File: src/sv/swc_pkg.sv
// Types and constants shared by the sensor window conditioner.
package swc_pkg;

  localparam int unsigned SAMPLE_W = 16;
  localparam int unsigned SUM_W    = SAMPLE_W + 1;
  localparam int unsigned AGE_W    = 7;
  localparam int unsigned AGE_N    = 1 << AGE_W;
  localparam int unsigned BYTE_W   = 8;
  localparam int unsigned FORCE_W  = 7;
  localparam int unsigned ENTRY_W  = 2 * BYTE_W + FORCE_W;

  localparam logic CMD_SAMPLE = 1'b0;
  localparam logic CMD_READ   = 1'b1;

  // Force: sum / 400 as multiply by reciprocal, exact for sums below the saturation point.
  localparam int unsigned FORCE_RECIP_W = 18;
  localparam logic [FORCE_RECIP_W-1:0] FORCE_RECIP = 18'd167773;
  localparam int unsigned FORCE_SHIFT   = 26;
  localparam logic signed [SUM_W-1:0] FORCE_SAT = 17'sd51200;

  typedef struct packed {
    logic                       cmd;
    logic signed [SAMPLE_W-1:0] accel_sample;
    logic signed [SAMPLE_W-1:0] rotate_sample;
    logic signed [SAMPLE_W-1:0] force_sample;
    logic [AGE_W-1:0]           read_age;
  } swc_in_t;

  typedef struct packed {
    logic                     was_read;
    logic signed [BYTE_W-1:0] accel_byte;
    logic signed [BYTE_W-1:0] rotate_byte;
    logic [FORCE_W-1:0]       force_byte;
  } swc_out_t;

endpackage

File: src/sv/sensor_window_conditioner.sv
// Sensor window conditioner: averaging, scaling, clamping and a circular window store.
//
// Each input word is either a sample triple, which is averaged with the previous
// sample, scaled, clamped, written into a circular window of WINDOW_DEPTH entries
// and returned, or a read, which returns the window entry at the given age (age 0
// is the oldest entry, the age wraps modulo WINDOW_DEPTH). The block takes one
// word per cycle unless output back-pressure stalls it, and passes it through its stages in order: one stage
// forms the sums and window address, one stage does the scaling and the single
// access to the window memory (one write or one read per word), and an output
// register holds the result. Entries never written read as zero through a fill
// count, so no clearing pass is needed after reset.
module sensor_window_conditioner
  import swc_pkg::*;
#(
  parameter int unsigned WINDOW_DEPTH = 128
) (
  input  logic     clk_i,
  input  logic     rst_ni,
  input  logic     in_valid_i,
  output logic     in_ready_o,
  input  swc_in_t  in_word_i,
  output logic     out_valid_o,
  input  logic     out_ready_i,
  output swc_out_t out_word_o
);

  localparam int unsigned IW = (WINDOW_DEPTH > 1) ? $clog2(WINDOW_DEPTH) : 1;
  localparam int unsigned FW = $clog2(WINDOW_DEPTH + 1);
  localparam int unsigned PW = SAMPLE_W + FORCE_RECIP_W;

  logic                    en1, en2, adv_out, in_fire;

  logic signed [SAMPLE_W-1:0] prev_a_q, prev_r_q, prev_f_q;
  logic [IW-1:0]           slot_q;
  logic [FW-1:0]           fill_q;

  logic                    s1_v_q, s1_cmd_q, s1_hit_q;
  logic signed [SUM_W-1:0] s1_sa_q, s1_sr_q, s1_sf_q;
  logic [IW-1:0]           s1_addr_q;

  logic                    s2_v_q, s2_cmd_q, s2_hit_q;
  logic [ENTRY_W-1:0]      s2_entry_q;
  logic [ENTRY_W-1:0]      rdata_q;

  logic                    out_v_q;
  swc_out_t                out_q;

  logic [ENTRY_W-1:0]      mem_q [WINDOW_DEPTH];

  logic [IW-1:0]           age_mod [AGE_N];
  logic [IW:0]             idx_sum;
  logic [IW-1:0]           rd_idx;
  logic                    rd_hit;

  logic signed [SUM_W-1:0] acc_adj, acc_div, rot_adj, rot_div;
  logic signed [BYTE_W-1:0] acc_byte, rot_byte;
  logic [PW-1:0]           f_prod;
  logic [FORCE_W-1:0]      f_byte;
  logic [ENTRY_W-1:0]      entry;
  logic [ENTRY_W-1:0]      res_entry;

  for (genvar g = 0; g < AGE_N; g++) begin : g_age
    localparam int unsigned AgeRed = g % WINDOW_DEPTH;
    assign age_mod[g] = IW'(AgeRed);
  end

  // Handshake and stage enables
  assign adv_out     = !out_v_q || out_ready_i;
  assign en2         = !s2_v_q || adv_out;
  assign en1         = !s1_v_q || en2;
  assign in_ready_o  = en1;
  assign in_fire     = in_valid_i && en1;
  assign out_valid_o = out_v_q;
  assign out_word_o  = out_q;

  // Read address: (slot + age) mod depth
  always_comb begin
    idx_sum = {1'b0, age_mod[in_word_i.read_age]} + {1'b0, slot_q};
    if (idx_sum >= (IW+1)'(WINDOW_DEPTH)) begin
      idx_sum = idx_sum - (IW+1)'(WINDOW_DEPTH);
    end
    rd_idx = idx_sum[IW-1:0];
    rd_hit = (fill_q == FW'(WINDOW_DEPTH)) || (FW'(rd_idx) < fill_q);
  end

  // Scaling and clamping
  always_comb begin
    acc_adj = s1_sa_q + (s1_sa_q[SUM_W-1] ? 17'sd127 : 17'sd0);
    acc_div = acc_adj >>> 7;
    if (acc_div < -17'sd128) begin
      acc_byte = -8'sd128;
    end else if (acc_div > 17'sd127) begin
      acc_byte = 8'sd127;
    end else begin
      acc_byte = acc_div[BYTE_W-1:0];
    end
    rot_adj  = s1_sr_q + (s1_sr_q[SUM_W-1] ? 17'sd4095 : 17'sd0);
    rot_div  = rot_adj >>> 12;
    rot_byte = rot_div[BYTE_W-1:0];
    f_prod   = PW'(s1_sf_q[SAMPLE_W-1:0]) * PW'(FORCE_RECIP);
    if (s1_sf_q[SUM_W-1]) begin
      f_byte = '0;
    end else if (s1_sf_q >= FORCE_SAT) begin
      f_byte = '1;
    end else begin
      f_byte = f_prod[FORCE_SHIFT +: FORCE_W];
    end
    entry = {acc_byte, rot_byte, f_byte};
  end

  // Input side state
  always_ff @(posedge clk_i or negedge rst_ni) begin
    if (!rst_ni) begin
      prev_a_q <= '0;
      prev_r_q <= '0;
      prev_f_q <= '0;
      slot_q   <= '0;
      fill_q   <= '0;
    end else if (in_fire && in_word_i.cmd == CMD_SAMPLE) begin
      prev_a_q <= in_word_i.accel_sample;
      prev_r_q <= in_word_i.rotate_sample;
      prev_f_q <= in_word_i.force_sample;
      if (slot_q == IW'(WINDOW_DEPTH - 1)) begin
        slot_q <= '0;
      end else begin
        slot_q <= slot_q + 1'b1;
      end
      if (fill_q != FW'(WINDOW_DEPTH)) begin
        fill_q <= fill_q + 1'b1;
      end
    end
  end

  // Pipeline control
  always_ff @(posedge clk_i or negedge rst_ni) begin
    if (!rst_ni) begin
      s1_v_q  <= 1'b0;
      s2_v_q  <= 1'b0;
      out_v_q <= 1'b0;
    end else begin
      if (en1) begin
        s1_v_q <= in_valid_i;
      end
      if (en2) begin
        s2_v_q <= s1_v_q;
      end
      if (adv_out) begin
        out_v_q <= s2_v_q;
      end
    end
  end

  // Pipeline payload
  always_ff @(posedge clk_i) begin
    if (en1) begin
      s1_cmd_q  <= in_word_i.cmd;
      s1_sa_q   <= SUM_W'(in_word_i.accel_sample) + SUM_W'(prev_a_q);
      s1_sr_q   <= SUM_W'(in_word_i.rotate_sample) + SUM_W'(prev_r_q);
      s1_sf_q   <= SUM_W'(in_word_i.force_sample) + SUM_W'(prev_f_q);
      s1_addr_q <= (in_word_i.cmd == CMD_READ) ? rd_idx : slot_q;
      s1_hit_q  <= rd_hit;
    end
    if (en2) begin
      s2_cmd_q   <= s1_cmd_q;
      s2_hit_q   <= s1_hit_q;
      s2_entry_q <= entry;
    end
    if (adv_out) begin
      out_q.was_read    <= s2_cmd_q;
      out_q.accel_byte  <= res_entry[ENTRY_W-1 -: BYTE_W];
      out_q.rotate_byte <= res_entry[FORCE_W +: BYTE_W];
      out_q.force_byte  <= res_entry[FORCE_W-1:0];
    end
  end

  always_comb begin
    if (s2_cmd_q == CMD_READ) begin
      res_entry = s2_hit_q ? rdata_q : '0;
    end else begin
      res_entry = s2_entry_q;
    end
  end

  // Window memory: one access per word
  always_ff @(posedge clk_i) begin
    if (en2 && s1_v_q) begin
      if (s1_cmd_q == CMD_SAMPLE) begin
        mem_q[s1_addr_q] <= entry;
      end else begin
        rdata_q <= mem_q[s1_addr_q];
      end
    end
  end

endmodule

File: config.mk
export PLATFORM = sky130hd
export DESIGN_NAME = sensor_window_conditioner
export DESIGN_NICKNAME = d
export VERILOG_FILES = /design/src/sv/swc_pkg.sv /design/src/sv/sensor_window_conditioner.sv
export SDC_FILE = /design/constraint.sdc
export NUM_CORES = 2
export LEC_CHECK = 0
export BUFFER_PORTS_ARGS = -buffer_cell sky130_fd_sc_hd__buf_2
export CORE_UTILIZATION = 35
export CTS_CLUSTER_DIAMETER = 40
export CTS_CLUSTER_SIZE = 16
export DETAILED_ROUTE_END_ITERATION = 10
export PLACE_DENSITY = 0.48
export SLEW_MARGIN = 5
export SYNTH_ARGS = -nofsm -noshare
export SYNTH_HDL_FRONTEND = slang
export SYNTH_SLANG_ARGS = --single-unit
File: constraint.sdc
create_clock -name clk_i -period 34.4 [get_ports clk_i]
set_clock_uncertainty 0.2 [all_clocks]
set_input_delay 5.16 -clock clk_i [delete_from_list [all_inputs] [get_ports clk_i]]
set_output_delay 5.16 -clock clk_i [all_outputs]
set_load 0.01 [all_outputs]
==> results <==
- The flow ran to the end, and the final reports show no timing, DRC or antenna violations.
- The floorplan has 208 rows.
- Across all hold checks on the routed design, the worst slack comes to 261 ps.
- The endpoint identified for the worst register-to-register timing path is mem_q[79][4]$_DFFE_PP_.
- In the synthesized netlist the async set-or-reset flop fraction comes to 2.40%.
- The critical path class is in2out.
- The launching point of the worst reg2reg path is s1_sf_q[2]$_DFFE_PN_.
- The post-layout instance count excluding filler cells is 11800.
- The maximum count of clock buffers along a single path is 4.
- The clock root buffer is clkbuf_16.
- The number of cells traversed by the worst hold path is 0.
- The top fanout value on the critical path is 64.
- The growth of design area from synthesis to finish is 18.8%.
- The number of sinks handled by clock tree synthesis is 2749.
- The number of remaining DRC errors is 0.
- The average detailed-routed wire length per instance is 33.3 um.
- The count of hold buffers inserted by post-cts repair is 0.
- The critical hold path startpoint is s1_hit_q$_DFFE_PN_.
- After detailed routing, the number of vias per cell comes to 5.71.
- The worst path uses 35.3% of the clock period.
- The total overflow left after global routing is 0.
- The commonest non-fill, non-tap cell in the layout is edfxtp_1.
- The logic depth of the worst register-to-register path is 23.
- The actual slew at the worst max-slew pin is 1480 ps.
- The delay of the slowest cell on the worst path is 740 ps.
- Once the floorplan was initialized, standard cells occupied 35.2% of the core.
- In the synthesized netlist the dominant register cell turns out to be edfxtp_1.
- The mean cell area of the mapped netlist is 16.8 um^2.
- The startpoint of the worst setup timing path is out_ready_i.
- The count of nets left with antenna violations once routing finished came out at 0.
- The number of instances resized during post-cts repair is 0.
- The synthesized netlist occupies a cell area of 113000 um^2.
- The port buffer count is 85.
- Subtracting the final worst setup slack from the clock period gives 12160 ps.
- After clock tree synthesis, the setup repair step added 0 buffers.
- Static timing analysis puts the maximum clock frequency at 0.0823 GHz.
- The critical path goes through buf_2 -> nor2b_1 -> nand3_4 -> buf_2.
- The chip width is 571 um.
- The number of buffers inserted during clock tree synthesis is 414.
- Before antenna repair, the detailed router went through 9 iterations.
- In the layout the commonest cells are edfxtp_1, clkbuf_16, nand2_1.
- The clock insertion delay at the later pin of the skew report is 980 ps.
- Cells with a size suffix above 1 make up 21.9% of the layout.
- The global-route wire length before repair is 544000 um.
- STA classifies the critical path endpoint as a primary output.
- The detailed router placed 67600 vias in this run.
- The headroom to the max-slew limit is 1.54%.
- The die covers 326000 um^2.
- The number of antenna violations at the first check in global routing is 26.
- Setup repair after global routing left no endpoint under its margin.
- Clock-pin slew was measured on the worst setup and hold paths at 50 ps.
- The final hold violation count was 0.
- The aggregate negative setup slack is 0 ps.
- For this run, the register share of the synthesized area comes to 72.6%.
- Global routing used 23.9% of the available tracks across all layers.
- The setup slack of the most critical reg-to-reg path is 25770 ps.
- The compound-cell area share of the yosys netlist is 8.57%.
- The final layout contains routed wiring with a total length of 394000 um.
- The floorplan step set the die height to 571 um.
- For this run, the post-layout net count is 7549.
- The number of global-route vias before repair is 66700.
- The path with the worst hold slack has its endpoint at s2_hit_q$_DFFE_PP_.
- The number of nets in the synthesized netlist is 7109.
- Among all stages on the critical path, the largest delay is contributed by nand3_4.
- By area, the combinational part of the netlist is dominated by compound AO/OA/AOI/OAI gates.
- The clock tree synthesis step divided the H-tree into 5 levels.
- At the worst endpoint, the required time is 29040 ps.
- The startpoint kind of the worst setup timing path is an input port.
- Setup violations remaining at the end of the flow were counted as 0.
- The synthesized instance count is 6725.
- The synthesized design contains 2749 register bits.
- The routability congestion estimate from global placement is 0.935.
- After detailed placement, the design holds a cell count of 11100.
- The total I/O pin count is 86.
- The pin count of the biggest net entering global routing is 130.
- The path class of the lowest-slack min-delay path is reg2reg.
- Max-cap violations in this run came to 0.
- The number of different library cells used by synthesis comes to 81.
- The share of synthesized cell area in and, or, nand and nor gates is 3.53%.
- Multiplexer cells account for 7.72% of the synthesized area.
- The number of DRC violations after detailed-routing iteration 0 is 7490.
- The cell type with the highest occurrence count on the critical path is buf_2.
- The Yosys warning count is 0.
- The floorplan core area is 321000 um^2.
- The clock tree from TritonCTS is yes.
- The final-report max-slew violation count is 0.
- The number of enable flip-flop cells after synthesis is 2683.
- Summing the areas of all xor and xnor instances in the mapped netlist gives 0.557% of the synthesized area.
- Data on the critical path arrives at its endpoint at 6800 ps.
- The half-perimeter wire length after placement is 235000 um.
- The synthesized-area fraction occupied by adder cells is 4.26%.
==> stage by stage <==
| stage | util [%] | setup WS [ps] | area, um^2 |
|---|---|---|---|
| finish | 41.9 | 22240 | 135000 |
| global route | 41.9 | 22090 | 135000 |
| floorplan | - | 21870 | 113000 |
| global placement | 37.4 | 22240 | 120000 |
| CTS | 41.9 | 22200 | 135000 |
| detailed placement | 37.4 | 22230 | 120000 |
==> worst max path at each step <==
stage                                  to  slack [ps]  cells after the start
floorplan           mem_q[0][6]$_DFFE_PP_       21870                     21
global placement               in_ready_o       22240                      4
detailed placement             in_ready_o       22230                      4
CTS                            in_ready_o       22200                      4
global route                   in_ready_o       22090                      4
finish                         in_ready_o       22240                      4
==> critical path, delay by kind of cell <==
kind          cells  cell delay (ps)
simple gates      2             1050
buf+inv           2              510
==> state kept, by name (all words and copies together), names as in the netlist <==
signal / flops
fill_q: 8
mem_q: 2560
out_valid_o: 1
out_word_o: 21
prev_a_q: 16
prev_f_q: 16
prev_r_q: 16
rdata_q: 20
s1_addr_q: 7
s1_cmd_q: 1
s1_hit_q: 1
s1_sa_q: 17
s1_sf_q: 17
s1_sr_q: 17
s1_v_q: 1
s2_cmd_q: 1
s2_entry_q: 20
s2_hit_q: 1
s2_v_q: 1
slot_q: 7
==> cells in the mapped netlist (57+ instances only) <==
library cell / number / area share (%)
xnor2_1: 57 / 0.44
mux2i_1: 302 / 2.7
a221oi_1: 339 / 2.6
inv_1: 238 / 0.79
edfxtp_1: 2683 / 71
nand2_1: 345 / 1.1
fa_1: 102 / 1.8
dfrtp_1: 66 / 1.5
buf_4: 62 / 0.41
a21oi_1: 272 / 1.2
mux4_2: 160 / 3.2
buf_2: 139 / 0.61
o22ai_1: 112 / 0.62
a22o_1: 59 / 0.46
a22oi_1: 128 / 0.85
clkbuf_1: 119 / 0.39
mux2_2: 151 / 1.5
ha_1: 222 / 2.5
o21ai_0: 181 / 0.80
nor2_1: 404 / 1.3
==> layer usage <==
| metal | vias up | wire length, um | global-route usage [%] |
|---|---|---|---|
| li1 | 27900 | - | - |
| met4 | 10 | 17300 | 9.33 |
| met3 | 736 | 35000 | 5.70 |
| met2 | 3143 | 180000 | 37.4 |
| met1 | 35900 | 162000 | 32.1 |
| met5 | - | 88 | 0 |
==> layout make-up <==
class | count | area (um^2)
diodes | 13 | 32.5
clock buffers | 445 | 10600
clock inverters | 332 | 3820
fillers | 28900 | 187000
inverters | 239 | 912
multi-input cells | 3343 | 28600
flip-flops and latches | 2749 | 82200
well taps | 4305 | 5390
repair buffers | 418 | 3030
==> kinds of logic (layout without fill, tap and decap cells) <==
family,after synthesis,in the layout
DFF,2749,2749
AOI/OAI and AO/OA,1363,1363
and+or+nand+nor,953,953
buffers and inverters,633,1434
muxes,631,631
adders and majority gates,324,324
xor gates and xnor gates,72,72
other,0,13
Power is left out: the tool's default activity adds up to more than one toggle a clock period on the data nets, which glitch-free logic cannot reach.
